## src/rtl/sidrw_pkg.sv

```systemverilog
// Shared types and constants for the signed integer to digit-register formatter.
// No dependencies; used by sidrw_cell and the top level.
package sidrw_pkg;

  localparam int unsigned BCD_DIGITS = 5;
  localparam int unsigned VALUE_W    = 16;

  localparam logic [3:0] CODE_ZERO  = 4'h0;
  localparam logic [3:0] CODE_MINUS = 4'hA;
  localparam logic [3:0] CODE_BLANK = 4'hF;
  localparam logic [3:0] FIRST_ADDR = 4'h1;

  // Per-cycle command broadcast along the cell chain
  typedef struct packed {
    logic clear;      // load zero into every cell
    logic bin_shift;  // double-dabble step: add 3 if >= 5, shift one bit in
    logic dig_shift;  // move each digit one cell toward the top
  } cell_ctrl_t;

endpackage

```

## src/rtl/sidrw_cell.sv

```systemverilog
// One decimal digit cell of the conversion chain.
// Depends on sidrw_pkg (cell_ctrl_t, CODE_ZERO).
module sidrw_cell (
  input  logic                  clk,
  input  sidrw_pkg::cell_ctrl_t ctrl,
  input  logic                  bit_in,
  input  logic [3:0]            digit_in,
  output logic                  bit_out,
  output logic [3:0]            digit_out
);

  logic [3:0] digit_r;
  logic [3:0] digit_nxt;
  logic [3:0] adj;

  // Pre-correct so the doubled value carries into the next cell
  assign adj       = (digit_r >= 4'd5) ? (digit_r + 4'd3) : digit_r;
  assign bit_out   = adj[3];
  assign digit_out = digit_r;

  always_comb begin
    digit_nxt = digit_r;
    if (ctrl.clear) begin
      digit_nxt = sidrw_pkg::CODE_ZERO;
    end else if (ctrl.bin_shift) begin
      digit_nxt = {adj[2:0], bit_in};
    end else if (ctrl.dig_shift) begin
      digit_nxt = digit_in;
    end
  end

  always_ff @(posedge clk) begin
    digit_r <= digit_nxt;
  end

endmodule

```

## src/rtl/signed_int_to_digit_register_writes.sv

```systemverilog
// Turns a 16-bit signed value into DIGIT_COUNT digit-register writes (addresses 1..DIGIT_COUNT),
// left-aligned text, minus code 10 for negatives, blank code 15 after the text. A transaction
// passes through the states CONV (bit-serial conversion through the five-cell digit chain),
// ALIGN (drops leading zeros, keeping at least one digit) and EMIT (one write per cycle); busy
// is high in every state but IDLE. Each write sits on the outputs in the cycle after it is
// formed, so the last one appears in the first cycle with busy low. Writes appear for one
// cycle each under out_strobe and cannot be held off by the receiver.
// Depends on sidrw_pkg and sidrw_cell.
module signed_int_to_digit_register_writes #(
  parameter int unsigned DIGIT_COUNT = 8
) (
  input  logic        clk,
  input  logic        rst_n,
  input  logic        start,
  output logic        busy,
  input  logic [15:0] in_signed_value,
  output logic        out_strobe,
  output logic [3:0]  out_digit_address,
  output logic [3:0]  out_digit_code,
  output logic        out_last_write
);

  localparam int unsigned NC = sidrw_pkg::BCD_DIGITS;

  typedef enum logic [1:0] {IDLE, CONV, ALIGN, EMIT} state_t;

  state_t      state_r;
  logic [3:0]  cnt_r;
  logic [3:0]  pos_r;
  logic        neg_r;
  logic [15:0] mag_r;
  logic        strobe_r;
  logic [3:0]  addr_r;
  logic [3:0]  code_r;
  logic        last_r;

  sidrw_pkg::cell_ctrl_t ctrl;
  logic [NC-1:0]         bit_chain;
  logic [3:0]            dig_chain [NC];
  logic [3:0]            top_digit;
  logic                  accept;
  logic                  emit_minus;

  assign accept     = start && (state_r == IDLE);
  assign top_digit  = dig_chain[NC-1];
  assign emit_minus = (pos_r == sidrw_pkg::FIRST_ADDR) && neg_r;

  always_comb begin
    ctrl = '0;
    case (state_r)
      IDLE:  ctrl.clear     = start;
      CONV:  ctrl.bin_shift = 1'b1;
      ALIGN: ctrl.dig_shift = (top_digit == sidrw_pkg::CODE_ZERO) &&
                              (cnt_r != 4'(NC - 1));
      EMIT:  ctrl.dig_shift = !emit_minus;
      default: ctrl = '0;
    endcase
  end

  for (genvar g = 0; g < NC; g++) begin : g_cell
    logic       bin_in;
    logic [3:0] d_in;
    if (g == 0) begin : g_first
      assign bin_in = mag_r[15];
      assign d_in   = sidrw_pkg::CODE_BLANK;
    end else begin : g_rest
      assign bin_in = bit_chain[g-1];
      assign d_in   = dig_chain[g-1];
    end
    sidrw_cell u_cell (
      .clk       (clk),
      .ctrl      (ctrl),
      .bit_in    (bin_in),
      .digit_in  (d_in),
      .bit_out   (bit_chain[g]),
      .digit_out (dig_chain[g])
    );
  end

  always_ff @(posedge clk) begin
    if (!rst_n) begin
      state_r  <= IDLE;
      cnt_r    <= '0;
      pos_r    <= sidrw_pkg::FIRST_ADDR;
      strobe_r <= 1'b0;
    end else begin
      strobe_r <= (state_r == EMIT);
      case (state_r)
        IDLE: begin
          if (accept) begin
            neg_r   <= in_signed_value[15];
            mag_r   <= in_signed_value[15] ? (16'd0 - in_signed_value) : in_signed_value;
            cnt_r   <= '0;
            state_r <= CONV;
          end
        end
        CONV: begin
          // the count wraps to zero on the last shift
          mag_r <= {mag_r[14:0], 1'b0};
          cnt_r <= cnt_r + 4'd1;
          if (cnt_r == 4'(sidrw_pkg::VALUE_W - 1)) begin
            state_r <= ALIGN;
          end
        end
        ALIGN: begin
          if (ctrl.dig_shift) begin
            cnt_r <= cnt_r + 4'd1;
          end else begin
            pos_r   <= sidrw_pkg::FIRST_ADDR;
            state_r <= EMIT;
          end
        end
        EMIT: begin
          addr_r   <= pos_r;
          code_r   <= emit_minus ? sidrw_pkg::CODE_MINUS : top_digit;
          last_r   <= (pos_r == 4'(DIGIT_COUNT));
          pos_r    <= pos_r + 4'd1;
          if (pos_r == 4'(DIGIT_COUNT)) begin
            state_r <= IDLE;
          end
        end
        default: state_r <= IDLE;
      endcase
    end
  end

  assign busy              = (state_r != IDLE);
  assign out_strobe        = strobe_r;
  assign out_digit_address = addr_r;
  assign out_digit_code    = code_r;
  assign out_last_write    = last_r;

endmodule

```

## config.mk

```make
export PLATFORM = sky130hd
export DESIGN_NAME = signed_int_to_digit_register_writes
export DESIGN_NICKNAME = d
export VERILOG_FILES = /design/src/rtl/sidrw_pkg.sv /design/src/rtl/sidrw_cell.sv /design/src/rtl/signed_int_to_digit_register_writes.sv
export SDC_FILE = /design/constraint.sdc
export NUM_CORES = 1
export LEC_CHECK = 0
export ABC_AREA = 0
export BUFFER_PORTS_ARGS = -buffer_cell sky130_fd_sc_hd__buf_2
export CORE_UTILIZATION = 30
export DETAILED_ROUTE_END_ITERATION = 6
export PLACE_DENSITY_LB_ADDON = 0.2
export SYNTH_ARGS = -nofsm -noshare
export SYNTH_HDL_FRONTEND = slang
export SYNTH_HIERARCHICAL = 1
export SYNTH_SLANG_ARGS = --single-unit
```

## constraint.sdc

```tcl
create_clock -name clk -period 2.5 [get_ports clk]
set_input_delay 0.25 -clock clk [delete_from_list [all_inputs] [get_ports clk]]
set_output_delay 0.25 -clock clk [all_outputs]
set_load 0.05 [all_outputs]
```

==> results.cfg, run 1 <==
[clock_tree]
htree_levels = 3
cts_root_buf = clkbuf_16
clk_latency_ns = 0.33
cts_buffers = 9
clock_path_buffers = 2
ctsHoldBuffers = 0
clock-sinks = 57
path_clk_slew_ns = 0.05
cts_tree = yes
postCtsSetupBuffers = 0
ctsResizeCount = 0

[floorplan]
initial_core_util = 0.309
die-area_um2 = 12200
die_w_um = 110
die_h_um = 110
fp.coreArea_um2 = 11400
rows = 39
ios = 30

[worst_setup_path]
critPathLaunchType = flop
r2r_start = g_cell[4].u_cell/digit_out[0]$_SDFFE_PP0P_
crit_path_start = g_cell[4].u_cell/digit_out[0]$_SDFFE_PP0P_
cp-endpoint = g_cell[4].u_cell/digit_out[0]$_SDFFE_PP0P_
crit_chain = nor4_1 -> a32o_1 -> buf_4 -> mux2i_1 -> nor2_1 -> a21oi_1 -> nor2_1
critPathSlowestCell = nor4_1
crit_fanout = 25
cp-end-kind = flop
worst-endpoint-arrival_ns = 2.34
r2r_slack_ns = 0.39
path_common_cell = nor2_1
critPathRequiredTime_ns = 2.72
critPathMaxStageDelay_ns = 0.51
ff2ff_path_depth = 7
regToRegEndpoint = g_cell[4].u_cell/digit_out[0]$_SDFFE_PP0P_
crit_type = reg -> reg

[timing]
hold_viol_final = 0
setup_tns_ns = 0
period_minus_slack_ns = 2.11
rsz0062_at_grt = no
worst_pin_slew_ns = 0.610
fmax_mhz = 473
final_max_slew_viol_count = 0
setup_viol = 0
timing.final.crit_share = 0.845
fin_skew_ns = 0.00585
slew_headroom = 0.590

[power_and_ir_drop]
cellPowerDensity_nw_per_um2 = 989
vdd_drop_max_mv = 0.413
power_leakage_nw = 1.50

[cells_and_area]
drive_above_1_share = 0.149
final_area_um2 = 4120
seqCellArea_um2 = 1400
area_growth_syn_to_layout_pct = 16.8
diodes = 0
multi_input_area_um2 = 1990
nets = 457
fillCellCount = 1199

[drt]
wirelength_um = 7210
viasPerCell = 5.10
ant_nets = 0
num_vias = 2885
drtIter0Drc = 139
drc = 0
wl_per_cell_um = 12.7
firstDrtPassIters = 4

[global_routing]
grt_pass1_vias = 2708
grt_usage = 0.124
grt_first_pass_wirelength_um = 12500
antenna_found_initial = 0
grt_overflow = 0
grt_start_max_net_pins = 45

[placement]
place_area_um2 = 3860
place.gp.congestion = 0.769
post-dp-hpwl_um = 5110
io_buffers = 29

[logic_synthesis]
syn_area_um2 = 3530
syn_avg_cell_area_um2 = 9.25
synth_warnings = 6
synthCells = 381

[status]
status = completed

[worst_hold_path]
hp-class = in -> reg

[flow_run]
cap_violations = 0
## layer usage
metal | vias to the layer above | global-route usage | part of all wire
met5 | - | 0 | 0
met4 | 0 | 0.0569 | 0.015
met3 | 11 | 0.0313 | 0.033
met2 | 48 | 0.190 | 0.45
met1 | 1351 | 0.164 | 0.51
li1 | 1475 | - | -
## worst min path at each step
stage	from	endpoint	slack (ns)	cells past startpoint
floorplan	in_signed_value[15]	neg_r$_DFFE_PP_	0.35	0
global placement	mag_r[15]$_DFFE_PP_	g_cell[0].u_cell/digit_out[0]$_SDFFE_PP0P_	0.47	2
detailed placement	mag_r[15]$_DFFE_PP_	g_cell[0].u_cell/digit_out[0]$_SDFFE_PP0P_	0.47	2
CTS	in_signed_value[0]	mag_r[0]$_SDFFCE_PP0P_	0.27	3
global route	in_signed_value[0]	mag_r[0]$_SDFFCE_PP0P_	0.30	3
finish	in_signed_value[0]	mag_r[0]$_SDFFCE_PP0P_	0.27	3
## sequential cells by signal (all words and copies together), names as in the netlist
register	count
g_cell.u_cell/digit_out	20
out_strobe	1
pos_r	4
out_digit_address	4
out_digit_code	4
cnt_r	4
neg_r	1
state_r	2
out_last_write	1
mag_r	16
## critical path: cells and delay by family (launching register included)
kind | cells | cell delay [ns]
simple gates | 3 | 0.62
compound gates | 2 | 0.44
flops | 1 | 0.36
buf+inv | 1 | 0.33
mux | 1 | 0.26
## report_power, final
| part | internal, mW | total (mW) | leakage, nW | switching [mW] |
|---|---|---|---|---|
| Combinational | 0.644 | 1.60 | 0.875 | 0.954 |
| Clock | 0.651 | 1.05 | 0.126 | 0.401 |
| Sequential | 1.23 | 1.42 | 0.495 | 0.194 |
## per-stage QoR
step           utilization  hold slack, ns  instances  power, mW  setup slack [ns]
6_report             0.361           0.271        566       4.07             0.387
5_1_grt              0.361           0.298        566       4.40             0.199
4_1_cts              0.361           0.273        566       4.12             0.352
3_5_place_dp         0.338           0.470        550       3.05             0.348
3_3_place_gp         0.338           0.472        550       3.03             0.498
2_1_floorplan            -           0.349        384       2.65             0.353
## layout make-up
type	instances	area share
clock inverter	6	0.00608
sequential	57	0.340
timing repair buffer	37	0.0529
multi-input combinational	292	0.483
clock buffer	10	0.0556
inverter	21	0.0191
tap	143	0.0435
## layout by cell type, fill, tap and decap left out, drive strengths merged, types with 8 or more instances in the layout
cell     n
clkbuf  10
nand2b   8
nor2    30
buf     37
a21oi   25
nand2   42
inv     20
edfxtp  26
o21ai   30
dfxtp   31
mux2i   16
ha      20
No activity file was read; power rests on OpenSTA's default activity.
==> run 2: changes to the inputs <==
==> constraint.sdc (replaced) <==
create_clock -name clk -period 2.12 [get_ports clk]
set_input_delay 0.212 -clock clk [delete_from_list [all_inputs] [get_ports clk]]
set_output_delay 0.212 -clock clk [all_outputs]
set_load 0.05 [all_outputs]
==> run 2 against run 1 <==
Compared with the run above: flip-flop and latch count stayed put; design area is 1.4% higher; register-to-register slack worse by 0.099 ns; non-clock buffer count stayed put; first-iteration DRC count is 2.2% higher; worst hold slack worse by 0.050 ns; setup slack worse by 0.099 ns; combinational power is 21% higher.
==> results.cfg, run 2 (synthesis gave the netlist of run 1 again) <==
[status]
status = completed

[clock_tree]
cts_tree = yes
cts_buffers = 9
postCtsSetupBuffers = 0
clock-sinks = 57
ctsHoldBuffers = 0
clk_latency_ns = 0.32
clock_path_buffers = 2
htree_levels = 3
path_clk_slew_ns = 0.05
ctsResizeCount = 0
cts_root_buf = clkbuf_16

[timing]
worst_pin_slew_ns = 0.535
fmax_mhz = 546
final_max_slew_viol_count = 0
setup_tns_ns = 0
rsz0062_at_grt = no
timing.final.crit_share = 0.864
hold_viol_final = 0
slew_headroom = 0.640
setup_viol = 0
period_minus_slack_ns = 1.83
fin_skew_ns = 0.00543

[drt]
wl_met2_um = 3040
wl_per_cell_um = 12.6
wl_met3_um = 270
viasPerCell = 5.02
drtIter0Drc = 142
firstDrtPassIters = 4
num_vias = 2839
met1_length_um = 3640
dr.max_layer_used = met4
wirelength_um = 7120
drc = 0
ant_nets = 0

[worst_setup_path]
critPathRequiredTime_ns = 2.34
crit_type = reg -> reg
r2r_slack_ns = 0.29
crit_fanout = 25
worst-endpoint-arrival_ns = 2.05
critPathLaunchType = flop
cp-end-kind = flop

[cells_and_area]
area_growth_syn_to_layout_pct = 18.5
nets = 457
largest_reg_flops = 20
final_cell_mix = nand2_1, dfxtp_1, nor2_1, buf_2, o21ai_0
layout_commonest_cell = nand2_1
stdcell_count = 566
fillCellCount = 1188
drive_above_1_share = 0.158
final_area_um2 = 4180
diodes = 0

[placement]
dp.cells = 550
place.gp.congestion = 0.763
io_buffers = 29
post-dp-hpwl_um = 5040
place_area_um2 = 3890

[power_and_ir_drop]
power_leakage_nw = 1.53
vdd_drop_max_mv = 0.632
cellPowerDensity_nw_per_um2 = 1190

[worst_hold_path]
hp-class = in -> reg

[floorplan]
die_h_um = 110
ios = 30
die_w_um = 110
die-area_um2 = 12200
initial_core_util = 0.309
fp.coreArea_um2 = 11400
rows = 39

[global_routing]
grt_start_max_net_pins = 33
grt_usage = 0.125
antenna_found_initial = 0
grt_pass1_vias = 2662
grt_first_pass_wirelength_um = 12600
grt_overflow = 0

[flow_run]
cap_violations = 0
run 2: changes by cell type in the layout (fill, tap and decap cells not counted):
cell | before | now
a32o_1 | 3 | 2
a32o_2 | 0 | 1
buf_12 | 1 | 3
buf_4 | 7 | 5
bufinv_16 | 0 | 1
clkbuf_1 | 1 | 0
clkinv_1 | 5 | 3
clkinv_2 | 2 | 3
clkinv_4 | 0 | 1
run 2: worst paths after layout:
kind                                              start                                          to  cells after the start
max          g_cell[4].u_cell/digit_out[1]$_SDFFE_PP0P_  g_cell[4].u_cell/digit_out[0]$_SDFFE_PP0P_                      7
min                                  in_signed_value[0]                      mag_r[0]$_SDFFCE_PP0P_                      3
max reg2reg  g_cell[4].u_cell/digit_out[1]$_SDFFE_PP0P_  g_cell[4].u_cell/digit_out[0]$_SDFFE_PP0P_                      7
min reg2reg                         mag_r[15]$_DFFE_PP_  g_cell[0].u_cell/digit_out[0]$_SDFFE_PP0P_                      2
run 2: where the power goes:
part	internal [mW]	total, mW	switching, mW
Sequential	1.45	1.67	0.225
Combinational	0.797	1.93	1.13
Clock	0.894	1.38	0.487
run 2: routing by layer:
metal  up-vias  global-route usage
met5         -                   0
met4         0              0.0676
met3        14              0.0258
met2        48               0.183
met1      1302               0.171
li1       1475                   -
run 2: cell type report:
| class | instances | area [µm²] | share of cell area |
|---|---|---|---|
| multi-input cells | 292 | 1990 | 0.476 |
| repair buffers | 37 | 243 | 0.0581 |
| inverters | 21 | 78.8 | 0.0189 |
| well taps | 143 | 179 | 0.0428 |
| clock inverters | 7 | 61.3 | 0.0147 |
| flip-flops and latches | 57 | 1400 | 0.336 |
| clock buffers | 9 | 225 | 0.0539 |
run 2: critical path, stage by stage (launching register included):
cell,delay (ns)
dfxtp_1,0.34
nor4_1,0.46
a32o_2,0.31
buf_12,0.19
mux2i_1,0.20
nor2_1,0.05
a21oi_1,0.13
nor2_1,0.05
run 2: stage by stage:
stage                     setup WS [ns]  total power [mW]  hold slack [ns]   util
final                             0.287              4.98            0.221  0.366
after global routing            0.00914              5.39            0.235  0.366
after CTS                         0.251              5.04            0.219  0.366
after detailed placement          0.263              3.64            0.473  0.341
after global placement            0.293              3.60            0.466  0.341
after floorplan                  0.0106              3.13            0.311      -
